## src/design/tcp_syn_header_builder_assert.svh

```systemverilog
// ----------------------------------------------------------------------------
// tcp_syn_header_builder_assert.svh
// Assertion macros used by the top-level header builder RTL.
// ----------------------------------------------------------------------------
`ifndef TCP_SYN_HEADER_BUILDER_ASSERT_SVH
`define TCP_SYN_HEADER_BUILDER_ASSERT_SVH

// same-cycle implication, sampled on clk, muted in reset
`define TSH_ASSERT_NOW(lbl, ante, cons, msg) \
  lbl: assert property (@(posedge clk) disable iff (rst) (ante) |-> (cons)) else $error(msg);

// next-cycle implication, sampled on clk, muted in reset
`define TSH_ASSERT_NEXT(lbl, ante, cons, msg) \
  lbl: assert property (@(posedge clk) disable iff (rst) (ante) |=> (cons)) else $error(msg);

`endif

```

## src/design/tsh_pkg.sv

```systemverilog
`timescale 1ns / 1ps
// ----------------------------------------------------------------------------
// tsh_pkg
// Types and constants for the IPv4/TCP SYN header builder.
// ----------------------------------------------------------------------------
package tsh_pkg;

  // register map (index = paddr[4:2])
  localparam int unsigned PADDR_W = 5;
  localparam logic [2:0] REG_SRC_ADDR = 3'd0;
  localparam logic [2:0] REG_DST_ADDR = 3'd1;
  localparam logic [2:0] REG_SRC_PORT = 3'd2;
  localparam logic [2:0] REG_DST_PORT = 3'd3;
  localparam logic [2:0] REG_MODE     = 3'd4;

  // embedding modes (1 and 2 both select the sequence number)
  localparam logic [1:0] MODE_IDENT = 2'd0;
  localparam logic [1:0] MODE_URG   = 2'd3;

  // header layout
  localparam int unsigned NUM_WORDS = 10;
  localparam logic [3:0]  IDX_LAST  = 4'(NUM_WORDS - 1);

  localparam logic [31:0] HDR_W0    = 32'h4500_0028; // ver/ihl, tos, len 40
  localparam logic [15:0] HDR_TTLPR = 16'h4006;      // ttl 64, proto 6
  localparam logic [31:0] HDR_W8    = 32'h5002_0200; // doff 5, SYN, win 512

  // constant parts of the two ones-complement sums
  localparam logic [19:0] IP_SUM_K  = 20'h0852E; // 4500 + 0028 + 4006
  localparam logic [19:0] TCP_SUM_K = 20'h0521C; // 0006 + 0014 + 5002 + 0200

  // configuration registers as seen by the datapath
  typedef struct packed {
    logic [31:0] src_addr;
    logic [31:0] dst_addr;
    logic [15:0] src_port;
    logic [15:0] dst_port;
    logic [1:0]  encode_mode;
  } cfg_t;

  // finished variable header fields, already in wire byte order
  typedef struct packed {
    logic [15:0] ident;
    logic [15:0] sport;
    logic [15:0] seq;
    logic [15:0] urg;
    logic [15:0] ip_chk;
    logic [15:0] tcp_chk;
  } hdr_fields_t;

  // fold a 20-bit ones-complement sum to 16 bits and invert it
  function automatic logic [15:0] fold_invert(input logic [19:0] s);
    logic [16:0] f1;
    logic [16:0] f2;
    f1 = {1'b0, s[15:0]} + {13'd0, s[19:16]};
    f2 = {1'b0, f1[15:0]} + {16'd0, f1[16]};
    return ~f2[15:0];
  endfunction

endpackage

```

## src/design/tcp_syn_header_builder.sv

```systemverilog
`timescale 1ns / 1ps
// A command taken on start passes the select, sum and fold stages and is then loaded
// into the serializer, which sends the header's ten beats with no gaps in a header.
// Headers leave through the single 32-bit result port.
// A new item is taken while the previous header is still being sent.
// Reset (rst, synchronous) clears the config registers to 0 and empties the pipe.
// ----------------------------------------------------------------------------
// tcp_syn_header_builder
// Builds IPv4+TCP SYN headers with both checksums and streams them as words.
// ----------------------------------------------------------------------------
`include "tcp_syn_header_builder_assert.svh"

module tcp_syn_header_builder
  import tsh_pkg::*;
(
  input  logic               clk,
  input  logic               rst,
  // config port
  input  logic               psel,
  input  logic               penable,
  input  logic               pwrite,
  input  logic [PADDR_W-1:0] paddr,
  input  logic [31:0]        pwdata,
  output logic [31:0]        prdata,
  output logic               pready,
  // command
  input  logic               start,
  output logic               busy,
  input  logic [7:0]         embed_byte,
  input  logic [13:0]        rand_port,
  input  logic [7:0]         rand_ident,
  input  logic [13:0]        rand_seq,
  // result beats
  output logic               word_valid,
  output logic [31:0]        header_word,
  output logic [3:0]         word_index,
  output logic               last_word
);

  cfg_t        cfg;
  logic        pipe_ready;
  logic        hdr_valid;
  logic        ser_ready;
  hdr_fields_t hdr_fields;

  assign busy = !pipe_ready;

  tsh_regs u_regs (
    .clk     (clk),
    .rst     (rst),
    .psel    (psel),
    .penable (penable),
    .pwrite  (pwrite),
    .paddr   (paddr),
    .pwdata  (pwdata),
    .prdata  (prdata),
    .pready  (pready),
    .cfg     (cfg)
  );

  tsh_csum_pipe u_pipe (
    .clk        (clk),
    .rst        (rst),
    .cfg        (cfg),
    .in_valid   (start),
    .in_ready   (pipe_ready),
    .embed_byte (embed_byte),
    .rand_port  (rand_port),
    .rand_ident (rand_ident),
    .rand_seq   (rand_seq),
    .out_valid  (hdr_valid),
    .out_ready  (ser_ready),
    .out_fields (hdr_fields)
  );

  tsh_serializer u_ser (
    .clk         (clk),
    .rst         (rst),
    .cfg         (cfg),
    .in_valid    (hdr_valid),
    .in_ready    (ser_ready),
    .in_fields   (hdr_fields),
    .word_valid  (word_valid),
    .header_word (header_word),
    .word_index  (word_index),
    .last_word   (last_word)
  );

  // beats of one header come back to back in index order
  `TSH_ASSERT_NEXT(a_beat_seq, word_valid && !last_word, word_valid && word_index == $past(word_index) + 4'd1, "header beats not contiguous")
  // first beat carries the fixed version/length word
  `TSH_ASSERT_NOW(a_first_word, word_valid && word_index == 4'd0, header_word == HDR_W0, "bad first header word")
  // a finished header waiting on the serializer must hold off new commands
  `TSH_ASSERT_NOW(a_busy_stall, hdr_valid && !ser_ready && u_pipe.v2 && u_pipe.v1, busy, "busy low with a full pipe")

endmodule

```

## src/design/tsh_regs.sv

```systemverilog
`timescale 1ns / 1ps
// ----------------------------------------------------------------------------
// tsh_regs
// APB-style register file holding addresses, ports and embedding mode.
// ----------------------------------------------------------------------------
module tsh_regs
  import tsh_pkg::*;
(
  input  logic               clk,
  input  logic               rst,
  input  logic               psel,
  input  logic               penable,
  input  logic               pwrite,
  input  logic [PADDR_W-1:0] paddr,
  input  logic [31:0]        pwdata,
  output logic [31:0]        prdata,
  output logic               pready,
  output cfg_t               cfg
);

  logic       wr_en;
  logic [2:0] reg_idx;

  assign pready  = 1'b1;
  assign wr_en   = psel && penable && pwrite;
  assign reg_idx = paddr[PADDR_W-1:2];

  // register writes; indexes past the map are dropped
  always_ff @(posedge clk) begin
    if (rst) begin
      cfg <= '0;
    end else if (wr_en) begin
      case (reg_idx)
        REG_SRC_ADDR: cfg.src_addr    <= pwdata;
        REG_DST_ADDR: cfg.dst_addr    <= pwdata;
        REG_SRC_PORT: cfg.src_port    <= pwdata[15:0];
        REG_DST_PORT: cfg.dst_port    <= pwdata[15:0];
        REG_MODE:     cfg.encode_mode <= pwdata[1:0];
        default: ;
      endcase
    end
  end

  // read mux
  always_comb begin
    case (reg_idx)
      REG_SRC_ADDR: prdata = cfg.src_addr;
      REG_DST_ADDR: prdata = cfg.dst_addr;
      REG_SRC_PORT: prdata = {16'd0, cfg.src_port};
      REG_DST_PORT: prdata = {16'd0, cfg.dst_port};
      REG_MODE:     prdata = {30'd0, cfg.encode_mode};
      default:      prdata = '0;
    endcase
  end

endmodule

```

## src/design/tsh_csum_pipe.sv

```systemverilog
`timescale 1ns / 1ps
// ----------------------------------------------------------------------------
// tsh_csum_pipe
// Three-stage pipeline: field select, checksum sums, fold and invert.
// ----------------------------------------------------------------------------
module tsh_csum_pipe
  import tsh_pkg::*;
(
  input  logic        clk,
  input  logic        rst,
  input  cfg_t        cfg,
  input  logic        in_valid,
  output logic        in_ready,
  input  logic [7:0]  embed_byte,
  input  logic [13:0] rand_port,
  input  logic [7:0]  rand_ident,
  input  logic [13:0] rand_seq,
  output logic        out_valid,
  input  logic        out_ready,
  output hdr_fields_t out_fields
);

  // stage 1: selected fields and address sum
  logic        v1;
  logic [15:0] s1_ident, s1_sport, s1_seq, s1_urg;
  logic [17:0] s1_addr_sum;
  // stage 2: raw sums
  logic        v2;
  logic [15:0] s2_ident, s2_sport, s2_seq, s2_urg;
  logic [19:0] s2_ip_sum, s2_tcp_sum;
  // stage 3: finished fields
  logic        v3;

  logic ready1, ready2, ready3;
  logic [15:0] sel_ident, sel_sport, sel_seq, sel_urg;
  logic [7:0]  seq_byte_lo, seq_byte_hi;

  assign ready3   = !v3 || out_ready;
  assign ready2   = !v2 || ready3;
  assign ready1   = !v1 || ready2;
  assign in_ready = ready1;

  // field selection, byte-swapped as a little-endian host stores them
  always_comb begin
    seq_byte_lo = rand_seq[7:0];
    seq_byte_hi = {2'd0, rand_seq[13:8]};
    sel_urg     = 16'd0;
    if (cfg.encode_mode == MODE_IDENT) begin
      sel_ident = {embed_byte, 8'd0};
    end else begin
      sel_ident = {rand_ident, 8'd0};
    end
    if (cfg.encode_mode == MODE_URG) begin
      sel_urg = {embed_byte, 8'd0};
    end
    if (cfg.encode_mode != MODE_IDENT && cfg.encode_mode != MODE_URG) begin
      sel_seq = {embed_byte, 8'd0};
    end else begin
      sel_seq = {seq_byte_lo, seq_byte_hi};
    end
    if (cfg.src_port == 16'd0) begin
      sel_sport = {rand_port[7:0], 2'd0, rand_port[13:8]};
    end else begin
      sel_sport = cfg.src_port;
    end
  end

  // valid bits
  always_ff @(posedge clk) begin
    if (rst) begin
      v1 <= 1'b0;
      v2 <= 1'b0;
      v3 <= 1'b0;
    end else begin
      if (ready1) v1 <= in_valid;
      if (ready2) v2 <= v1;
      if (ready3) v3 <= v2;
    end
  end

  // stage 1
  always_ff @(posedge clk) begin
    if (in_valid && ready1) begin
      s1_ident    <= sel_ident;
      s1_sport    <= sel_sport;
      s1_seq      <= sel_seq;
      s1_urg      <= sel_urg;
      s1_addr_sum <= {2'd0, cfg.src_addr[31:16]} + {2'd0, cfg.src_addr[15:0]}
                   + {2'd0, cfg.dst_addr[31:16]} + {2'd0, cfg.dst_addr[15:0]};
    end
  end

  // stage 2: IP header sum and TCP pseudo-header sum
  always_ff @(posedge clk) begin
    if (v1 && ready2) begin
      s2_ident   <= s1_ident;
      s2_sport   <= s1_sport;
      s2_seq     <= s1_seq;
      s2_urg     <= s1_urg;
      s2_ip_sum  <= IP_SUM_K + {2'd0, s1_addr_sum} + {4'd0, s1_ident};
      s2_tcp_sum <= TCP_SUM_K + {2'd0, s1_addr_sum} + {4'd0, s1_sport}
                  + {4'd0, cfg.dst_port} + {4'd0, s1_seq} + {4'd0, s1_urg};
    end
  end

  // stage 3: fold end-around carries and invert
  always_ff @(posedge clk) begin
    if (v2 && ready3) begin
      out_fields.ident   <= s2_ident;
      out_fields.sport   <= s2_sport;
      out_fields.seq     <= s2_seq;
      out_fields.urg     <= s2_urg;
      out_fields.ip_chk  <= fold_invert(s2_ip_sum);
      out_fields.tcp_chk <= fold_invert(s2_tcp_sum);
    end
  end

  assign out_valid = v3;

endmodule

```

## src/design/tsh_serializer.sv

```systemverilog
`timescale 1ns / 1ps
// ----------------------------------------------------------------------------
// tsh_serializer
// Holds one finished header and sends it as ten 32-bit beats.
// ----------------------------------------------------------------------------
module tsh_serializer
  import tsh_pkg::*;
(
  input  logic        clk,
  input  logic        rst,
  input  cfg_t        cfg,
  input  logic        in_valid,
  output logic        in_ready,
  input  hdr_fields_t in_fields,
  output logic        word_valid,
  output logic [31:0] header_word,
  output logic [3:0]  word_index,
  output logic        last_word
);

  logic        active;
  logic [3:0]  idx;
  hdr_fields_t hdr;
  logic        load;

  assign in_ready = !active || (idx == IDX_LAST);
  assign load     = in_valid && in_ready;

  // beat counter
  always_ff @(posedge clk) begin
    if (rst) begin
      active <= 1'b0;
      idx    <= '0;
    end else if (load) begin
      active <= 1'b1;
      idx    <= '0;
    end else if (active) begin
      if (idx == IDX_LAST) begin
        active <= 1'b0;
      end else begin
        idx <= idx + 4'd1;
      end
    end
  end

  always_ff @(posedge clk) begin
    if (load) hdr <= in_fields;
  end

  // word select
  always_comb begin
    case (idx)
      4'd0:    header_word = HDR_W0;
      4'd1:    header_word = {hdr.ident, 16'd0};
      4'd2:    header_word = {HDR_TTLPR, hdr.ip_chk};
      4'd3:    header_word = cfg.src_addr;
      4'd4:    header_word = cfg.dst_addr;
      4'd5:    header_word = {hdr.sport, cfg.dst_port};
      4'd6:    header_word = {hdr.seq, 16'd0};
      4'd7:    header_word = 32'd0;
      4'd8:    header_word = HDR_W8;
      4'd9:    header_word = {hdr.tcp_chk, hdr.urg};
      default: header_word = 32'd0;
    endcase
  end

  assign word_valid = active;
  assign word_index = idx;
  assign last_word  = active && (idx == IDX_LAST);

endmodule

```

## config.mk

```make
export PLATFORM = sky130hd
export DESIGN_NAME = tcp_syn_header_builder
export DESIGN_NICKNAME = d
export VERILOG_FILES = /design/src/design/tsh_pkg.sv /design/src/design/tcp_syn_header_builder.sv /design/src/design/tsh_regs.sv /design/src/design/tsh_csum_pipe.sv /design/src/design/tsh_serializer.sv
export VERILOG_INCLUDE_DIRS = /design/src /design/src/design
export SDC_FILE = /design/constraint.sdc
export NUM_CORES = 1
export LEC_CHECK = 0
export ABC_CLOCK_PERIOD_IN_PS = 24200
export BUFFER_PORTS_ARGS = -buffer_cell sky130_fd_sc_hd__buf_2
export CAP_MARGIN = 5
export CORE_ASPECT_RATIO = 0.7
export CORE_MARGIN = 3
export CORE_UTILIZATION = 30
export CTS_BUF_LIST = sky130_fd_sc_hd__clkbuf_8
export CTS_CLUSTER_SIZE = 12
export DETAILED_ROUTE_END_ITERATION = 12
export PLACE_DENSITY = 0.48
export SETUP_SLACK_MARGIN = 0.5
export SLEW_MARGIN = 20
export SYNTH_ARGS = -nofsm -noshare
export SYNTH_HDL_FRONTEND = slang
export SYNTH_SLANG_ARGS = --single-unit
```

## constraint.sdc

```tcl
create_clock -name clk -period 24.2 [get_ports clk]
set_clock_uncertainty 0.2 [all_clocks]
set_input_delay 1.21 -clock clk [delete_from_list [all_inputs] [get_ports clk]]
set_output_delay 1.21 -clock clk [all_outputs]
set_load 0.1 [all_outputs]
```

# Word-level counts from Yosys, hierarchy flattened
# Cells that the tools add are included.
# word_totals
output_inout_bits	72
in_bits	87
ff_bits	484
wordCells	105
# classes
addsub	15
n_reduce_logical	29
bitwise	3
muxes	8
n_eq_ne	14
# ops
cell	count
one-hot mux 32 bit (9 select lines)	1
one-hot mux 32 bit (5 select lines)	1
adder 20 x 16 -> 20 bit	5
two-way mux 16 bit	3
adder 18 x 16 -> 18 bit	2
adder 16 x 4 -> 17 bit	2
adder 16 x 1 -> 16 bit	2
inverter 16 bit	2
adder 15 x 18 -> 19 bit (first input constant)	1
adder 16 x 18 -> 19 bit (first input constant)	1
adder 16 x 16 -> 17 bit	1
zero test 16 bit	1
equality test 4 x 3 -> 1 bit (second input constant)	3
AND reduction 2 bit	6
equality test 4 x 2 -> 1 bit (second input constant)	2
equality test 4 bit (second input constant)	2
logical AND 1 bit	8
equality test 3 x 2 -> 1 bit (second input constant)	2
zero test 1 bit	5
adder 4 x 1 -> 4 bit (second input constant)	1
equality test 4 x 1 -> 1 bit (second input constant)	1
zero test 4 bit	1
logical OR 1 bit	4
equality test 3 x 1 -> 1 bit (second input constant)	1
other kinds (9)	11

# Depth between registers and ports, before layout
# Gate-level depths: netlist of the first run.
# logic_depth
depth_word	6
ltp_mapped	20
mapped_depth_nobuf	20

# By module
# A second synthesis of the first run with hierarchy kept.
# unflattened
hier_cells	1767
area_unflattened_um2	22306.4
# modules_own_cells
mod	seq_area_each_um2	n_inst	area_each_um2	cells_per_inst
tsh_csum_pipe	6876.6	1	12944.9	961
tsh_regs	1961.9	1	4817.1	481
tsh_serializer	2982.9	1	4540.6	324
tcp_syn_header_builder	0.0	1	3.8	1

# Least setup slack after synthesis of the first run
# Ideal clock, no wire load.
# synth_timing
path_kind	flip-flop to flip-flop
startpoint	register u_ser.idx[0], in the netlist u_ser.word_index[0]
endpoint	register u_pipe.out_fields[0] in the netlist's numbering, enable pin
setup_time_ps	634
slack_ps	15712
t_required_ps	23366
stages_incl_launch_ff	7
arrival_time_ps	7655
path_buffers	2
synth_period_minus_slack_ps	8488
cell_sequence	dfxtp_1 -> ha_1 -> clkbuf_1 -> and3_1 -> nor2b_1 -> buf_2 -> a21boi_0
# synth_between
elab_chain_cells	4
# synth_rtl
element	line	source
start, declared	tsh_serializer.sv:22	logic [3:0] idx;
start signal, assigned	tsh_serializer.sv:41	idx <= idx + 4'd1;
equality test 4 bit	tsh_serializer.sv:26	assign in_ready = !active || (idx == IDX_LAST);
logical OR 1 bit	tsh_serializer.sv:26	
logical OR 1 bit	tsh_csum_pipe.sv:38	assign ready3 = !v3 || out_ready;
logical AND 1 bit	tsh_csum_pipe.sv:108	if (v2 && ready3) begin
end, declared	tsh_csum_pipe.sv:20	output hdr_fields_t out_fields
# No other way between the ends.
# A chain may end at the register's enable or synchronous reset.

# Worst setup path after layout of the first run
# layout_timing
startpoint	register u_pipe.s1_addr_sum[2]
endpoint	register u_pipe.s2_tcp_sum[19] (data pin)
# layout_between
elab_chain_cells	5
# layout_rtl
element	line	source
start, declared	tsh_csum_pipe.sv:26	logic [17:0] s1_addr_sum;
start signal, assigned	tsh_csum_pipe.sv:88	s1_addr_sum <= {2'd0, cfg.src_addr[31:16]} + {2'd0, cfg.src_addr[15:0]}
adder 15 x 18 -> 19 bit	tsh_csum_pipe.sv:101	s2_tcp_sum <= TCP_SUM_K + {2'd0, s1_addr_sum} + {4'd0, s1_sport}
adder 20 x 16 -> 20 bit	tsh_csum_pipe.sv:101	
adder 20 x 16 -> 20 bit (3 in a row)	tsh_csum_pipe.sv:102	+ {4'd0, cfg.dst_port} + {4'd0, s1_seq} + {4'd0, s1_urg};
end signal, assigned	tsh_csum_pipe.sv:101	
end, declared	tsh_csum_pipe.sv:30	logic [19:0] s2_ip_sum, s2_tcp_sum;
# No other way between the ends.

==> impl_metrics.env, run 1 <==
export IMPL_numCtsBuffers=68
export IMPL_synthArstFlopShare_pct=0
export IMPL_synth_edf_count=306
export IMPL_post_cts_buffers=0
export IMPL_core_mm2=0.0685
export IMPL_drt_pass1_iter_count=5
export IMPL_tns_ps=0
export IMPL_io_buffer_count=155
export IMPL_p_int_mw=1.21
export IMPL_sequentialPowerShare_pct=49.3
export IMPL_r2r_cells=17
export IMPL_power_frac_clock_pct=35.8
export IMPL_root_buffer="clkbuf_8"
export IMPL_status="finished clean"
export IMPL_track_usage_pct=19.3
export IMPL_vias=15100
export IMPL_ioPinCount=159
export IMPL_rsz0062_at_grt="no"
export IMPL_wl_met3_um=6210
export IMPL_ctsHoldBuffers=0
export IMPL_synth_seq_area_share_pct=54.3
export IMPL_end_kind="flop"
export IMPL_yosys_area_top_type="edfxtp_1"
export IMPL_h_tree_depth=3
export IMPL_hold_violations=0
export IMPL_wl_met2_um=28700
export IMPL_via_per_inst=5.11
export IMPL_dpl_worst_slack_ps=18610
export IMPL_wl_per_cell_um=24.1
export IMPL_power_mw=1.70
export IMPL_ant_nets=0
export IMPL_routed_wl_um=71300
export IMPL_place_gp_congestion=0.880
export IMPL_max_freq_ghz=0.178
export IMPL_synth_most_common_cell="edfxtp_1"
export IMPL_cts_tree="yes"
export IMPL_slew_viol_final=0
export IMPL_drc=0
export IMPL_dp_hpwl_um=52700
export IMPL_std_cell_rows=80
export IMPL_start_util_pct=30.5
export IMPL_p_leak_nw=9.43
export IMPL_num_nets_final=2235
export IMPL_ys_ff_latch=412
export IMPL_grt_pass1_wl_um=101000
export IMPL_gr_total_overflow=0
export IMPL_clock_latency_ps=640
export IMPL_synthesis_nets=2070
export IMPL_p_comb_share_pct=14.9
export IMPL_die_width_um=321
export IMPL_crit_fanout=5
export IMPL_slew_headroom_pct=27.4
export IMPL_hold_path_cell_count=0
export IMPL_fin_crit_sh_pct=23.2
export IMPL_synth_top_area_share_pct=44.1
export IMPL_fin_crit_ps=5620
export IMPL_dr_max_layer_used="met5"
export IMPL_area_delta_synth_final_pct=14.9
export IMPL_netlist_instances=1834
export IMPL_wl_met1_um=34900
export IMPL_worst_slack_ps=18580
export IMPL_synthTopCellsByArea="edfxtp_1 44%, dfxtp_1 10%, fa_1 5.7%"
export IMPL_synthTopCellsByCount="306 x edfxtp_1, 264 x nand2_1, 151 x a21oi_1, 151 x inv_1, 106 x dfxtp_1"
export IMPL_fin_util_pct=35.0
export IMPL_netlist_area_mm2=0.0208
export IMPL_ys_warn_count=0
export IMPL_crit_path_start_kind="flop"
export IMPL_grt_start_max_net_pins=79
export IMPL_ys_flop_type="edfxtp_1"
export IMPL_min_path_type="flop to flop"
export IMPL_die_area_mm2=0.0727
export IMPL_avgSynthCellArea_um2=11.4
export IMPL_pwr_density_cell_mw_per_mm2=70.7
export IMPL_synth_cell_types=82
export IMPL_antenna_found_initial=8
export IMPL_peakVddDrop_uv=39.4
export IMPL_path_class="flop to flop"
export IMPL_setup_violations=0
export IMPL_drv_cap=0
export IMPL_drive_above_1_share_pct=15.7
export IMPL_clkTransAtPathRegs_ps=70
export IMPL_grt_pass1_vias=14400
export IMPL_switchingPower_uw=483
export IMPL_drtIter0Drc=1608
export IMPL_swShare_pct=28.5
export IMPL_worstPathRequired_ps=24390
export IMPL_clockBufferDepth=3
export IMPL_arrival_ps=5810
export IMPL_die_height_um=227
export IMPL_clkSinkCount=412
export IMPL_worst_pin_slew_ps=1090
export IMPL_post_cts_resized=0
-- placed cells by master (no fill, tap or decap), drive strengths merged, types with 19 or more instances in the layout --
master / count
edfxtp: 306
ha: 90
a22oi: 54
inv: 178
a21o: 41
nor2b: 24
xor2: 46
dfxtp: 106
and2: 19
a21oi: 153
xnor2: 73
fa: 59
nor2: 64
nand3: 31
buf: 176
clkbuf: 75
nand2: 264
o21ai: 41
a22o: 31
-- critical path, stage by stage (launching register included) --
cell      delay (ps)
edfxtp_1         550
inv_1            160
ha_1             240
nand2b_1         160
a41oi_1          490
nor2_1           150
xnor2_1          320
fa_1             520
fa_1             520
inv_1             50
fa_1             500
inv_1             50
ha_1             360
a21o_1           190
a21o_1           180
a221oi_2         310
a211oi_1         160
a31o_2           270
-- through the flow --
step                      hold WS (ps)  cell area, um2  std cells
after CTS                          214           24000       2954
final                              212           24000       2959
after global routing               219           24000       2955
after detailed placement           205           22700       2831
after floorplan                    200           20800       1834
after global placement             201           22700       2831
-- worst paths after layout --
kind / start / endpoint / slack [ps]
setup / recovery: u_pipe.s1_addr_sum[2] / u_pipe.s2_tcp_sum[19] / 18580
hold / removal: u_pipe.out_fields[44] / u_ser.hdr[44] / 210
setup reg to reg: u_pipe.s1_addr_sum[2] / u_pipe.s2_tcp_sum[19] / 18580
hold reg to reg: u_pipe.out_fields[44] / u_ser.hdr[44] / 210
-- layer usage --
metal | vias up | global-route usage [%]
met1 | 7486 | 29.6
met4 | 8 | 4.80
li1 | 6873 | -
met2 | 655 | 27.0
met3 | 109 | 4.68
met5 | - | 0
-- flip-flops by register name (all words and copies together), names as in the netlist, 16 cells and up --
signal              count
u_regs.cfg             98
u_pipe.out_fields      78
u_ser.hdr              78
u_pipe.s2_ip_sum       20
u_pipe.s2_tcp_sum      20
u_pipe.s1_addr_sum     18
u_pipe.s1_sport        16
u_pipe.s2_sport        16
-- power groups by stage --
stage / sequential [mW] / combinational, mW / clock (mW)
3_5_place_dp: 0.850 / 0.252 / 0
2_1_floorplan: 0.835 / 0.186 / 0
3_3_place_gp: 0.850 / 0.248 / 0
6_report: 0.836 / 0.252 / 0.607
4_1_cts: 0.835 / 0.254 / 0.625
5_1_grt: 0.839 / 0.280 / 0.659
-- layout make-up --
class	count	area (um2)
Fill cell	6850	44500
Clock buffer	75	1030
Multi-Input combinational cell	1189	8710
Sequential cell	412	11300
Tap cell	902	1130
Timing Repair Buffer	176	936
Clock inverter	48	263
Inverter	152	571
Antenna cell	5	12.5
-- kinds of logic after synthesis --
group                      share of synthesized area (%)
AOI/OAI and AO/OA                                   13.8
muxes                                               1.11
buffers and inverters                               4.24
and+or+nand+nor                                     10.5
DFF                                                 54.3
adders and majority gates                           11.1
xor gates and xnor gates                            5.00
other                                             0.0360
Note: power is estimated with default switching activity, not from simulation.
==> inputs of run 2 (changes only) <==
ABC_CLOCK_PERIOD_IN_PS = 5400   (was 24200)
clock period = 5.4 ns   (was 24.2 ns; I/O delays follow)
==> impl_metrics.env, run 2 (synthesized netlist as in run 1, its figures left out) <==
export IMPL_final_common_cell="edfxtp_1"
export IMPL_drtIter0Drc=1520
export IMPL_place_gp_congestion=0.901
export IMPL_drc=0
export IMPL_root_buffer="clkbuf_8"
export IMPL_fin_crit_sh_pct=89.2
export IMPL_grtUsageMet2_pct=27.1
export IMPL_crit_fanout=5
export IMPL_worstPathRequired_ps=5570
export IMPL_pwr_density_cell_mw_per_mm2=304
export IMPL_arrival_ps=4980
export IMPL_fin_crit_ps=4820
export IMPL_whs_ps=96.9
export IMPL_slew_headroom_pct=22.8
export IMPL_clockBufferDepth=3
export IMPL_min_path_type="input port to flop"
export IMPL_crit_path_start_kind="flop"
export IMPL_status="finished clean"
export IMPL_setup_violations=0
export IMPL_grt_start_max_net_pins=99
export IMPL_via_per_inst=5.08
export IMPL_cts_tree="yes"
export IMPL_drv_cap=0
export IMPL_wl_per_cell_um=23.7
export IMPL_rsz0062_at_grt="yes"
export IMPL_swShare_pct=28.4
export IMPL_area_delta_synth_final_pct=21.4
export IMPL_crit_family="adder cells"
export IMPL_io_buffer_count=155
export IMPL_gr_total_overflow=0
export IMPL_sequentialPowerShare_pct=48.7
export IMPL_worst_pin_slew_ps=1160
export IMPL_antenna_found_initial=8
export IMPL_core_mm2=0.0685
export IMPL_routed_wl_um=72800
export IMPL_std_cell_rows=80
export IMPL_cp_buffers_inverters=4
export IMPL_grt_busiest_layer="met1"
export IMPL_p_int_mw=5.50
export IMPL_grt_pass1_vias=14900
export IMPL_peakVddDrop_uv=133
export IMPL_p_leak_nw=9.94
export IMPL_crit_top_cell="fa_1"
export IMPL_cp_slowest_cell="edfxtp_1"
export IMPL_crit_path_max_incr_delay_ps=530
export IMPL_numCtsBuffers=66
export IMPL_h_tree_depth=3
export IMPL_end_kind="flop"
export IMPL_ant_nets=0
export IMPL_clkTransAtPathRegs_ps=70
export IMPL_die_width_um=321
export IMPL_cp_cell_sequence="inv_2 > ha_4 > nand2b_4 > a41oi_2 > buf_4 > nor2_4 > xnor2_2 > fa_1 > fa_1 > inv_1 > fa_1 > inv_2 > ha_4 > a21o_1 > a21o_1 > a221oi_2 > a211oi_2 > a31o_2"
export IMPL_power_frac_clock_pct=34.1
export IMPL_hold_violations=0
export IMPL_use_met1_pct=30.6
export IMPL_die_height_um=227
export IMPL_ioPinCount=159
export IMPL_vias=15600
export IMPL_largestRegisters="u_regs.cfg x98, u_pipe.out_fields x78, u_ser.hdr x78"
export IMPL_p_comb_share_pct=17.2
export IMPL_path_class="flop to flop"
export IMPL_met3_usage_pct=5.59
export IMPL_drt_pass1_iter_count=7
export IMPL_largest_reg_flops=98
export IMPL_switchingPower_mw=2.19
export IMPL_track_usage_pct=19.8
export IMPL_drive_above_1_share_pct=17.7
export IMPL_final_cell_mix="306 x edfxtp_1, 259 x nand2_1, 166 x inv_1, 154 x buf_2, 146 x a21oi_1"
export IMPL_clock_latency_ps=670
export IMPL_finalInstanceArea_mm2=0.0253
export IMPL_max_freq_ghz=0.208
export IMPL_die_area_mm2=0.0727
export IMPL_clkSinkCount=412
export IMPL_regMostFlops="u_regs.cfg"
export IMPL_num_nets_final=2351
export IMPL_slew_viol_final=0
export IMPL_start_util_pct=30.5
export IMPL_dp_hpwl_um=53200
export IMPL_post_dp_cell_area_mm2=0.0227
export IMPL_grt_pass1_wl_um=104000
## run 2: what timing repair did
item	CTS	global route
pin swaps	8	22
setup buffers	4	7
hold endpoints to repair	157	0
setup endpoints to repair	7	11
resized for setup	18	39
hold buffers	97	0
## run 2: power by group through the flow
stage	Sequential, mW	Clock (mW)	Combinational, mW
after CTS	3.74	2.70	1.25
after detailed placement	3.81	0	1.12
after floorplan	3.74	0	0.833
final	3.75	2.62	1.32
after global placement	3.81	0	1.12
after global routing	3.76	2.85	1.45
## run 2: worst min-delay path: stages
cell and delay [ps]:
buf_2 90, and3_1 300, nand3_1 170, a21oi_1 60
## run 2: layout make-up
class	instances	area, um2
Multi-Input combinational cell	1189	9000
Clock buffer	71	977
Antenna cell	3	7.51
Tap cell	902	1130
Fill cell	6783	43200
Timing Repair Buffer	294	2060
Sequential cell	412	11300
Clock inverter	45	254
Inverter	152	571
## run 2: metal layers
metal	vias up	share of wire [%]
met4	2	1.7
met3	75	9.2
met2	683	40
met5	-	0.018
met1	7728	49
li1	7097	-
## run 2: per-stage QoR
| stage | TNS [ps] | setup WS, ps | total power [mW] | std cells | utilization (%) |
|---|---|---|---|---|---|
| floorplan | -101250 | -749 | 4.57 | 1834 | - |
| global placement | 0 | 257 | 4.92 | 2841 | 33.2 |
| detailed placement | 0 | 243 | 4.93 | 2841 | 33.2 |
| CTS | 0 | 486 | 7.70 | 3058 | 36.6 |
| global route | 0 | 465 | 8.06 | 3068 | 37.0 |
| finish | 0 | 583 | 7.69 | 3068 | 37.0 |
## run 2: final timing paths
| check | start | slack, ps | endpoint | cells after the start |
|---|---|---|---|---|
| max | u_pipe.s1_addr_sum[2] | 580 | u_pipe.s2_tcp_sum[19] | 18 |
| min | penable | 100 | u_regs.cfg[0] | 4 |
| max reg2reg | u_pipe.s1_addr_sum[2] | 580 | u_pipe.s2_tcp_sum[19] | 18 |
| min reg2reg | u_pipe.out_fields[56] | 190 | u_ser.hdr[56] | 0 |
